**config.mk**
```make
export PLATFORM = sky130hd
export DESIGN_NAME = open_addressing_hash_table_core
export DESIGN_NICKNAME = d
export VERILOG_FILES = /design/src/design/oaht_pkg.sv /design/src/design/oaht_hash.sv /design/src/design/oaht_ctrl.sv /design/src/design/open_addressing_hash_table_core.sv
export SDC_FILE = /design/constraint.sdc
export NUM_CORES = 2
export LEC_CHECK = 0
export CORE_MARGIN = 2
export CORE_UTILIZATION = 60
export CTS_CLUSTER_DIAMETER = 50
export CTS_CLUSTER_SIZE = 8
export DETAILED_ROUTE_END_ITERATION = 10
export DONT_BUFFER_PORTS = 1
export PLACE_DENSITY = 0.82
export SYNTH_ARGS = -nofsm -noshare
export SYNTH_HDL_FRONTEND = slang
export SYNTH_SLANG_ARGS = --single-unit
```
**constraint.sdc**
```tcl
create_clock -name clk -period 6.5 [get_ports clk]
set_input_delay 1.3 -clock clk [delete_from_list [all_inputs] [get_ports clk]]
set_output_delay 1.3 -clock clk [all_outputs]
set_load 0.005 [all_outputs]
```
**src/design/oaht_pkg.sv**
```systemverilog
// Shared types and codes for the open-addressing hash table.
// Slot entry layout, result layout, state machine encodings, request and status codes.
// No dependencies.
package oaht_pkg;

  localparam int KEY_W  = 64;
  localparam int VAL_W  = 16;
  // Widest (h + c) * c for up to 1024 slots: (1023 + 255) * 255 < 2**19
  localparam int PROD_W = 19;

  localparam logic [1:0] OP_INSERT = 2'd0;
  localparam logic [1:0] OP_LOOKUP = 2'd1;
  localparam logic [1:0] OP_DELETE = 2'd2;

  localparam logic [1:0] MARK_EMPTY   = 2'd0;
  localparam logic [1:0] MARK_USED    = 2'd1;
  localparam logic [1:0] MARK_DELETED = 2'd2;

  localparam logic [1:0] STAT_DONE      = 2'd0;
  localparam logic [1:0] STAT_NOT_FOUND = 2'd1;
  localparam logic [1:0] STAT_FULL      = 2'd2;

  typedef struct packed {
    logic [1:0]       mark;
    logic [KEY_W-1:0] key;
    logic [VAL_W-1:0] value;
  } entry_t;

  typedef struct packed {
    logic [1:0]       status;
    logic [3:0]       slot;
    logic [VAL_W-1:0] value;
  } result_t;

  typedef enum logic [1:0] {
    HS_IDLE,
    HS_MUL,
    HS_QUO,
    HS_RED
  } hash_state_t;

  typedef enum logic [2:0] {
    CS_CLEAR,
    CS_IDLE,
    CS_HSTART,
    CS_HASH,
    CS_READ,
    CS_PROBE,
    CS_DONE
  } ctrl_state_t;

endpackage

```
**src/design/oaht_hash.sv**
```systemverilog
// Serial key hash: h = ((h + c) * c) mod TABLE_SLOTS, one character at a time through the
// multiply, quotient and reduce states. The modulo uses a reciprocal multiply with one correction step.
// Depends on oaht_pkg.
module oaht_hash #(
  parameter int TABLE_SLOTS = 16
) (
  input  logic                           clk,
  input  logic                           rst_n,
  input  logic                           start,
  input  logic [oaht_pkg::KEY_W-1:0]     key,
  output logic                           done,
  output logic [$clog2(TABLE_SLOTS)-1:0] h
);
  import oaht_pkg::*;

  localparam int SW = $clog2(TABLE_SLOTS);
  localparam logic [PROD_W-1:0] MOD_M   = PROD_W'((64'd1 << PROD_W) / TABLE_SLOTS);
  localparam logic [PROD_W-1:0] SLOTS_X = PROD_W'(TABLE_SLOTS);

  hash_state_t state_r, state_nxt;
  logic [3:0]        idx_r;
  logic [SW-1:0]     h_r;
  logic [PROD_W-1:0] prod_r;
  logic [PROD_W-1:0] q_r;
  logic [7:0]        ch;
  logic              key_end;
  logic [2*PROD_W-1:0] qfull;
  logic [PROD_W-1:0] rem;
  logic [PROD_W-1:0] rem_c;

  assign ch      = key[idx_r[2:0]*8 +: 8];
  assign key_end = idx_r[3] || (ch == 8'd0);
  assign qfull   = {{PROD_W{1'b0}}, prod_r} * {{PROD_W{1'b0}}, MOD_M};
  assign rem     = prod_r - q_r * SLOTS_X;
  assign rem_c   = (rem >= SLOTS_X) ? (rem - SLOTS_X) : rem;

  always_comb begin
    state_nxt = state_r;
    unique case (state_r)
      HS_IDLE: if (start) state_nxt = HS_MUL;
      HS_MUL:  state_nxt = key_end ? HS_IDLE : HS_QUO;
      HS_QUO:  state_nxt = HS_RED;
      HS_RED:  state_nxt = HS_MUL;
      default: state_nxt = HS_IDLE;
    endcase
  end

  always_comb begin
    done = (state_r == HS_MUL) && key_end;
    h    = h_r;
  end

  always_ff @(posedge clk) begin
    if (!rst_n) begin
      state_r <= HS_IDLE;
    end else begin
      state_r <= state_nxt;
    end
  end

  always_ff @(posedge clk) begin
    unique case (state_r)
      HS_IDLE: begin
        if (start) begin
          idx_r <= 4'd0;
          h_r   <= '0;
        end
      end
      HS_MUL: prod_r <= (PROD_W'(h_r) + PROD_W'(ch)) * PROD_W'(ch);
      HS_QUO: q_r <= qfull[2*PROD_W-1:PROD_W];
      HS_RED: begin
        h_r   <= SW'(rem_c);
        idx_r <= idx_r + 4'd1;
      end
      default: ;
    endcase
  end

endmodule

```
**src/design/oaht_ctrl.sv**
```systemverilog
// Probe engine: slot memory, clearing pass after reset, linear probe with
// read-ahead, insert/lookup/delete write-back and the result holding register.
// Depends on oaht_pkg.
module oaht_ctrl #(
  parameter int TABLE_SLOTS = 16
) (
  input  logic                           clk,
  input  logic                           rst_n,
  input  logic                           req_valid,
  output logic                           req_ready,
  input  logic [1:0]                     req_op,
  input  logic [oaht_pkg::KEY_W-1:0]     req_key,
  input  logic [oaht_pkg::VAL_W-1:0]     req_value,
  output logic                           hash_start,
  output logic [oaht_pkg::KEY_W-1:0]     hash_key,
  input  logic                           hash_done,
  input  logic [$clog2(TABLE_SLOTS)-1:0] hash_h,
  output logic                           res_valid,
  input  logic                           res_ready,
  output oaht_pkg::result_t              res
);
  import oaht_pkg::*;

  localparam int SW = $clog2(TABLE_SLOTS);
  localparam logic [SW-1:0] LAST = SW'(TABLE_SLOTS - 1);

  entry_t mem [TABLE_SLOTS];
  entry_t rdata_r;

  ctrl_state_t state_r, state_nxt;
  logic [1:0]       op_r;
  logic [KEY_W-1:0] key_r;
  logic [VAL_W-1:0] val_r;
  logic [SW-1:0]    cur_r;
  logic [SW-1:0]    cnt_r;
  logic [SW-1:0]    clr_r;
  result_t          res_r;

  logic [SW-1:0] cur_next;
  logic [SW-1:0] raddr;
  logic [SW-1:0] waddr;
  logic          we;
  entry_t        wdata;
  logic          stop;
  logic          res_load;
  result_t       res_nxt;
  logic          op_ok;

  assign cur_next = (cur_r == LAST) ? '0 : cur_r + 1'b1;
  assign op_ok    = (op_r == OP_INSERT) || (op_r == OP_LOOKUP) || (op_r == OP_DELETE);

  always_comb begin
    state_nxt = state_r;
    unique case (state_r)
      CS_CLEAR:  if (clr_r == LAST) state_nxt = CS_IDLE;
      CS_IDLE:   if (req_valid) state_nxt = CS_HSTART;
      CS_HSTART: state_nxt = CS_HASH;
      CS_HASH:   if (hash_done) state_nxt = op_ok ? CS_READ : CS_DONE;
      CS_READ:   state_nxt = CS_PROBE;
      CS_PROBE:  if (stop) state_nxt = CS_DONE;
      CS_DONE:   if (res_ready) state_nxt = CS_IDLE;
      default:   state_nxt = CS_CLEAR;
    endcase
  end

  always_comb begin
    req_ready  = (state_r == CS_IDLE);
    hash_start = (state_r == CS_HSTART);
    hash_key   = key_r;
    res_valid  = (state_r == CS_DONE);
    res        = res_r;
    raddr      = cur_next;
    we         = 1'b0;
    waddr      = cur_r;
    wdata      = '{mark: MARK_USED, key: key_r, value: val_r};
    stop       = 1'b0;
    res_load   = 1'b0;
    res_nxt    = '{status: STAT_NOT_FOUND, slot: 4'd0, value: '0};
    unique case (state_r)
      CS_CLEAR: begin
        we    = 1'b1;
        waddr = clr_r;
        wdata = '{mark: MARK_EMPTY, key: '0, value: '0};
      end
      CS_HASH: begin
        res_load = hash_done && !op_ok;
      end
      CS_READ: begin
        raddr = hash_h;
      end
      CS_PROBE: begin
        if (op_r == OP_INSERT) begin
          if (rdata_r.mark != MARK_USED) begin
            stop    = 1'b1;
            we      = 1'b1;
            res_nxt = '{status: STAT_DONE, slot: 4'(cur_r), value: '0};
          end else if (cnt_r == LAST) begin
            stop    = 1'b1;
            res_nxt = '{status: STAT_FULL, slot: 4'd0, value: '0};
          end
        end else begin
          if (rdata_r.mark == MARK_EMPTY) begin
            stop = 1'b1;
          end else if (rdata_r.mark == MARK_USED && rdata_r.key == key_r) begin
            stop    = 1'b1;
            we      = (op_r == OP_DELETE);
            wdata   = '{mark: MARK_DELETED, key: rdata_r.key, value: rdata_r.value};
            res_nxt = '{status: STAT_DONE, slot: 4'(cur_r), value: rdata_r.value};
          end else if (cnt_r == LAST) begin
            stop = 1'b1;
          end
        end
        res_load = stop;
      end
      default: ;
    endcase
  end

  // Slot store: one write port, one registered read port
  always_ff @(posedge clk) begin
    if (we) begin
      mem[waddr] <= wdata;
    end
    rdata_r <= mem[raddr];
  end

  always_ff @(posedge clk) begin
    if (!rst_n) begin
      state_r <= CS_CLEAR;
      clr_r   <= '0;
    end else begin
      state_r <= state_nxt;
      if (state_r == CS_CLEAR) begin
        clr_r <= clr_r + 1'b1;
      end
    end
  end

  always_ff @(posedge clk) begin
    if (state_r == CS_IDLE && req_valid) begin
      op_r  <= req_op;
      key_r <= req_key;
      val_r <= req_value;
    end
    if (state_r == CS_READ) begin
      cur_r <= hash_h;
      cnt_r <= '0;
    end else if (state_r == CS_PROBE && !stop) begin
      cur_r <= cur_next;
      cnt_r <= cnt_r + 1'b1;
    end
    if (res_load) begin
      res_r <= res_nxt;
    end
  end

endmodule

```
**src/design/open_addressing_hash_table_core.sv**
```systemverilog
// Flow: each request is hashed, then probed from the hashed slot (1..TABLE_SLOTS slots);
//   opcode 3 skips read and probe.
// Requests: one at a time; a new request is accepted only after the result has been
//   passed to the output register.
// Reset: synchronous, active low; then a clearing pass marks every slot
//   empty, with in_tready low.
module open_addressing_hash_table_core #(
  parameter int TABLE_SLOTS = 16,
  parameter int KEY_CHARS   = 8
) (
  input  logic        clk,
  input  logic        rst_n,
  input  logic        in_tvalid,
  output logic        in_tready,
  input  logic [79:0] in_tdata,   // key[63:0], value[79:64]
  input  logic [1:0]  in_tuser,   // opcode[1:0]
  output logic        out_tvalid,
  input  logic        out_tready,
  output logic [23:0] out_tdata,  // slot[3:0], found_value[19:4], zero[23:20]
  output logic [1:0]  out_tuser   // status[1:0]
);
  import oaht_pkg::*;

  localparam int SW = $clog2(TABLE_SLOTS);

  logic [KEY_W-1:0] nkey;
  logic             alive;
  logic             hash_start;
  logic [KEY_W-1:0] hash_key;
  logic             hash_done;
  logic [SW-1:0]    hash_h;
  logic             res_valid;
  logic             res_ready;
  result_t          res;
  logic             out_valid_r;
  result_t          out_res_r;

  // Cut the key at its first zero byte and at KEY_CHARS characters
  always_comb begin
    alive = 1'b1;
    nkey  = '0;
    for (int i = 0; i < 8; i++) begin
      if (i >= KEY_CHARS || in_tdata[8*i +: 8] == 8'd0) alive = 1'b0;
      if (alive) nkey[8*i +: 8] = in_tdata[8*i +: 8];
    end
  end

  oaht_hash #(
    .TABLE_SLOTS(TABLE_SLOTS)
  ) u_hash (
    .clk  (clk),
    .rst_n(rst_n),
    .start(hash_start),
    .key  (hash_key),
    .done (hash_done),
    .h    (hash_h)
  );

  oaht_ctrl #(
    .TABLE_SLOTS(TABLE_SLOTS)
  ) u_ctrl (
    .clk       (clk),
    .rst_n     (rst_n),
    .req_valid (in_tvalid),
    .req_ready (in_tready),
    .req_op    (in_tuser),
    .req_key   (nkey),
    .req_value (in_tdata[79:64]),
    .hash_start(hash_start),
    .hash_key  (hash_key),
    .hash_done (hash_done),
    .hash_h    (hash_h),
    .res_valid (res_valid),
    .res_ready (res_ready),
    .res       (res)
  );

  assign res_ready = !out_valid_r || out_tready;

  always_ff @(posedge clk) begin
    if (!rst_n) begin
      out_valid_r <= 1'b0;
    end else if (res_ready) begin
      out_valid_r <= res_valid;
    end
  end

  always_ff @(posedge clk) begin
    if (res_ready && res_valid) begin
      out_res_r <= res;
    end
  end

  assign out_tvalid = out_valid_r;
  assign out_tdata  = {4'd0, out_res_r.value, out_res_r.slot};
  assign out_tuser  = out_res_r.status;

endmodule

```
==> flow_summary.json <==
{
  "status": "finished clean",
  "finalNonFillerCells": 4611,
  "r2r_slack_ps": 1750,
  "dp.cells": 4177,
  "post-place-ws_ps": 1940,
  "clkTransAtPathRegs_ps": 50,
  "gp_congestion": 0.939,
  "cp-start-kind": "flip-flop",
  "finalSetupTns_ps": 0,
  "synth-seq-cells": 1550,
  "grt_setup_unrepaired": "false",
  "synthTopCellsByArea": "edfxtp_1 (73%), mux4_2 (13%), dfxtp_1 (3.2%)",
  "switchingPower_mw": 4.45,
  "routedWlPerCell_um": 34.0,
  "syn_area_per_cell_sq_um": 20.0,
  "fin_crit_ps": 4750,
  "cts_hold_buf": 0,
  "hold_depth": 0,
  "synth_cell_types": 62,
  "fin_nets": 3212,
  "r2r-start": "u_ctrl.hash_key[15]",
  "antenna_found_initial": 30,
  "fmax_mhz": 211,
  "pin_count": 114,
  "wl_um": 157000,
  "numPortBuffers": 0,
  "cts_setup_buffers": 0,
  "grt_max_degree": 125,
  "hold_viol_final": 0,
  "yosys_warnings": 0,
  "reg2reg_depth": 8,
  "clkPwrFrac_pct": 48.2,
  "dr.pass1.iters": 6,
  "combPwrFrac_pct": 1.4,
  "dp_hpwl_um": 80700,
  "min_to": "out_tdata[13]",
  "peakVddDrop_mv": 0.328,
  "cts_inserted_buffers": 216,
  "final_cell_mix": "edfxtp_1 (1,454), mux4_2 (336), clkbuf_16 (219), and2_1 (212), nand2_1 (189)",
  "worstPathMaxFanout": 60,
  "power_frac_seq_pct": 50.5,
  "p_total_mw": 21.9,
  "synth-main-ff-cell": "edfxtp_1",
  "cts_tree": "yes",
  "htree_levels": 4,
  "start_util_pct": 60.6,
  "grt_pass1_vias": 32300,
  "fin_crit_sh_pct": 73.0,
  "cts-root-buf": "clkbuf_16",
  "clkSinkCount": 1550,
  "cp.arrival_ps": 5140,
  "setup_viol": 0,
  "overflow": 0,
  "fp.dieH_um": 319,
  "grt_usage_pct": 31.1,
  "max-cap-violations": 0,
  "cts-resized-gates": 0,
  "p_sw_share_pct": 20.4,
  "hp-class": "flip-flop to flip-flop",
  "cts_buffer_depth": 3,
  "final_common_cell": "edfxtp_1",
  "post-route-util_pct": 68.9,
  "core_sq_um": 98400,
  "vias": 31700,
  "p_leak_nw": 20.8,
  "grt_pass1_wl_um": 226000,
  "setup_ws_ps": 1750,
  "drcViolationCount": 0,
  "powerDensity_nw_per_um2": 322,
  "ant_nets": 0,
  "end_kind": "flip-flop",
  "syn-instance-count": 2979,
  "internal-power_mw": 17.4,
  "crit_required_ps": 6890,
  "whs_ps": 416,
  "holdCritStartpoint": "u_ctrl.res[9]",
  "yosysSeqAreaShare_pct": 76.4,
  "clock_latency_ps": 800,
  "syn_area_sq_um": 59700,
  "drive_gt1_share_pct": 20.7,
  "dpl_cell_area_sq_um": 61400,
  "critPathKind": "flip-flop to flip-flop",
  "dieArea_sq_um": 102000,
  "drtIter0Drc": 5112,
  "synth.largest_area_cell": "edfxtp_1",
  "fp.dieW_um": 319,
  "final_max_slew_viol_count": 0,
  "synth_edf_count": 1454,
  "area_delta_synth_final_pct": 13.7,
  "finalClockSkew_ps": 46.4,
  "synth.top_cell.area_share_pct": 73.2,
  "row_count": 115,
  "rr_endpoint": "u_ctrl.mem[13][41]",
  "async_reset_ff_share_pct": 0,
  "tightest_slew_ps": 1250,
  "via_per_inst": 6.88,
  "fin_area_sq_um": 67800,
  "max_slew_margin_pct": 16.3
}
## cell type report
class,instances,area (sq um)
Tap cell,1287,1610
Multi-Input combinational cell,1244,13400
Fill cell,5677,30600
Sequential cell,1550,45600
Inverter,26,103
Antenna cell,43,108
Clock buffer,373,6080
Clock inverter,18,275
Timing Repair Buffer,70,688
## power groups by stage
| stage | clock, mW | sequential, mW | combinational [mW] |
|---|---|---|---|
| 2_1_floorplan | 0 | 11.2 | 0.166 |
| 3_3_place_gp | 0 | 11.2 | 0.285 |
| 3_5_place_dp | 0 | 11.2 | 0.293 |
| 4_1_cts | 10.6 | 11.0 | 0.300 |
| 5_1_grt | 11.0 | 11.0 | 0.312 |
| 6_report | 10.5 | 11.0 | 0.302 |
## per-layer routing
metal | up-vias | global-route usage (%) | part of all wire [%]
met5 | - | 0 | 0.096
met1 | 16300 | 41.4 | 35
met2 | 2545 | 49.0 | 48
li1 | 12400 | - | -
met4 | 14 | 15.3 | 5.0
met3 | 477 | 7.39 | 11
## kinds of logic (layout without fill, tap and decap cells)
| group | after synthesis | in the layout | share of synthesized area, % |
|---|---|---|---|
| compound gates | 253 | 253 | 2.97 |
| xor+xnor | 66 | 66 | 0.969 |
| fa+ha+maj | 18 | 18 | 0.390 |
| buf+inv | 188 | 487 | 1.51 |
| flops | 1550 | 1550 | 76.4 |
| mux | 349 | 349 | 12.9 |
| other cells | 1 | 47 | 0.00629 |
| simple gates | 554 | 554 | 4.83 |
## worst max path at each step
stage	from	end	slack (ps)	cells past startpoint
after floorplan	u_ctrl.hash_key[50]	u_ctrl.mem[13][0]	680	7
after global placement	u_hash.idx_r[2]	u_hash.prod_r[3]	1890	16
after detailed placement	u_ctrl.hash_key[15]	u_ctrl.mem[13][55]	1940	8
after CTS	u_ctrl.hash_key[15]	u_ctrl.mem[13][41]	1920	8
after global routing	u_hash.idx_r[1]	u_hash.prod_r[3]	1720	15
final	u_ctrl.hash_key[15]	u_ctrl.mem[13][41]	1750	8
## flip-flops by register name, summed over array words and instances (netlist names)
signal and count:
u_hash.prod_r 4, u_ctrl.rdata_r 82, u_ctrl.clr_r 4, u_ctrl.op_r 2, out_tdata 20, u_ctrl.cnt_r 4, u_ctrl.val_r 16, out_tuser 2
u_hash.h 4, u_ctrl.cur_r 4, u_hash.idx_r 4, u_ctrl.mem 1312, u_ctrl.res 22, out_tvalid 1, u_hash.state_r 2, u_ctrl.hash_key 64
u_ctrl.state_r 3
## critical path, cell delays in order, from the launching register on
cell	delay, ps
edfxtp_1	430
xnor2_1	320
nand4_1	210
nor4_1	460
nand4_1	320
o21ai_0	550
a41oi_1	540
nor2_4	970
buf_12	450
## cells in the mapped netlist, drive strengths merged, types with 2 or more instances
cell type  instances
buf               74
mux2i             11
nor2              48
inv               25
xnor2             58
o211a              2
o2bb2ai            3
nor3              12
nand2b             2
o21a               4
nor2b             13
a31o               2
xor2               8
clkbuf            88
a32oi              2
a2111o             2
o21ai             15
nand4             13
a21boi             5
o22ai              5
o211ai             2
or3                2
mux2               2
a21o              18
or4                2
and3              22
a21oi              9
nor4              23
nand3              9
a211oi            84
o31ai              2
edfxtp          1454
mux4             336
ha                17
nor3b              4
and2             212
a31oi             88
o41ai              3
nand2            189
dfxtp             96
(Power assumes the default switching activity.)
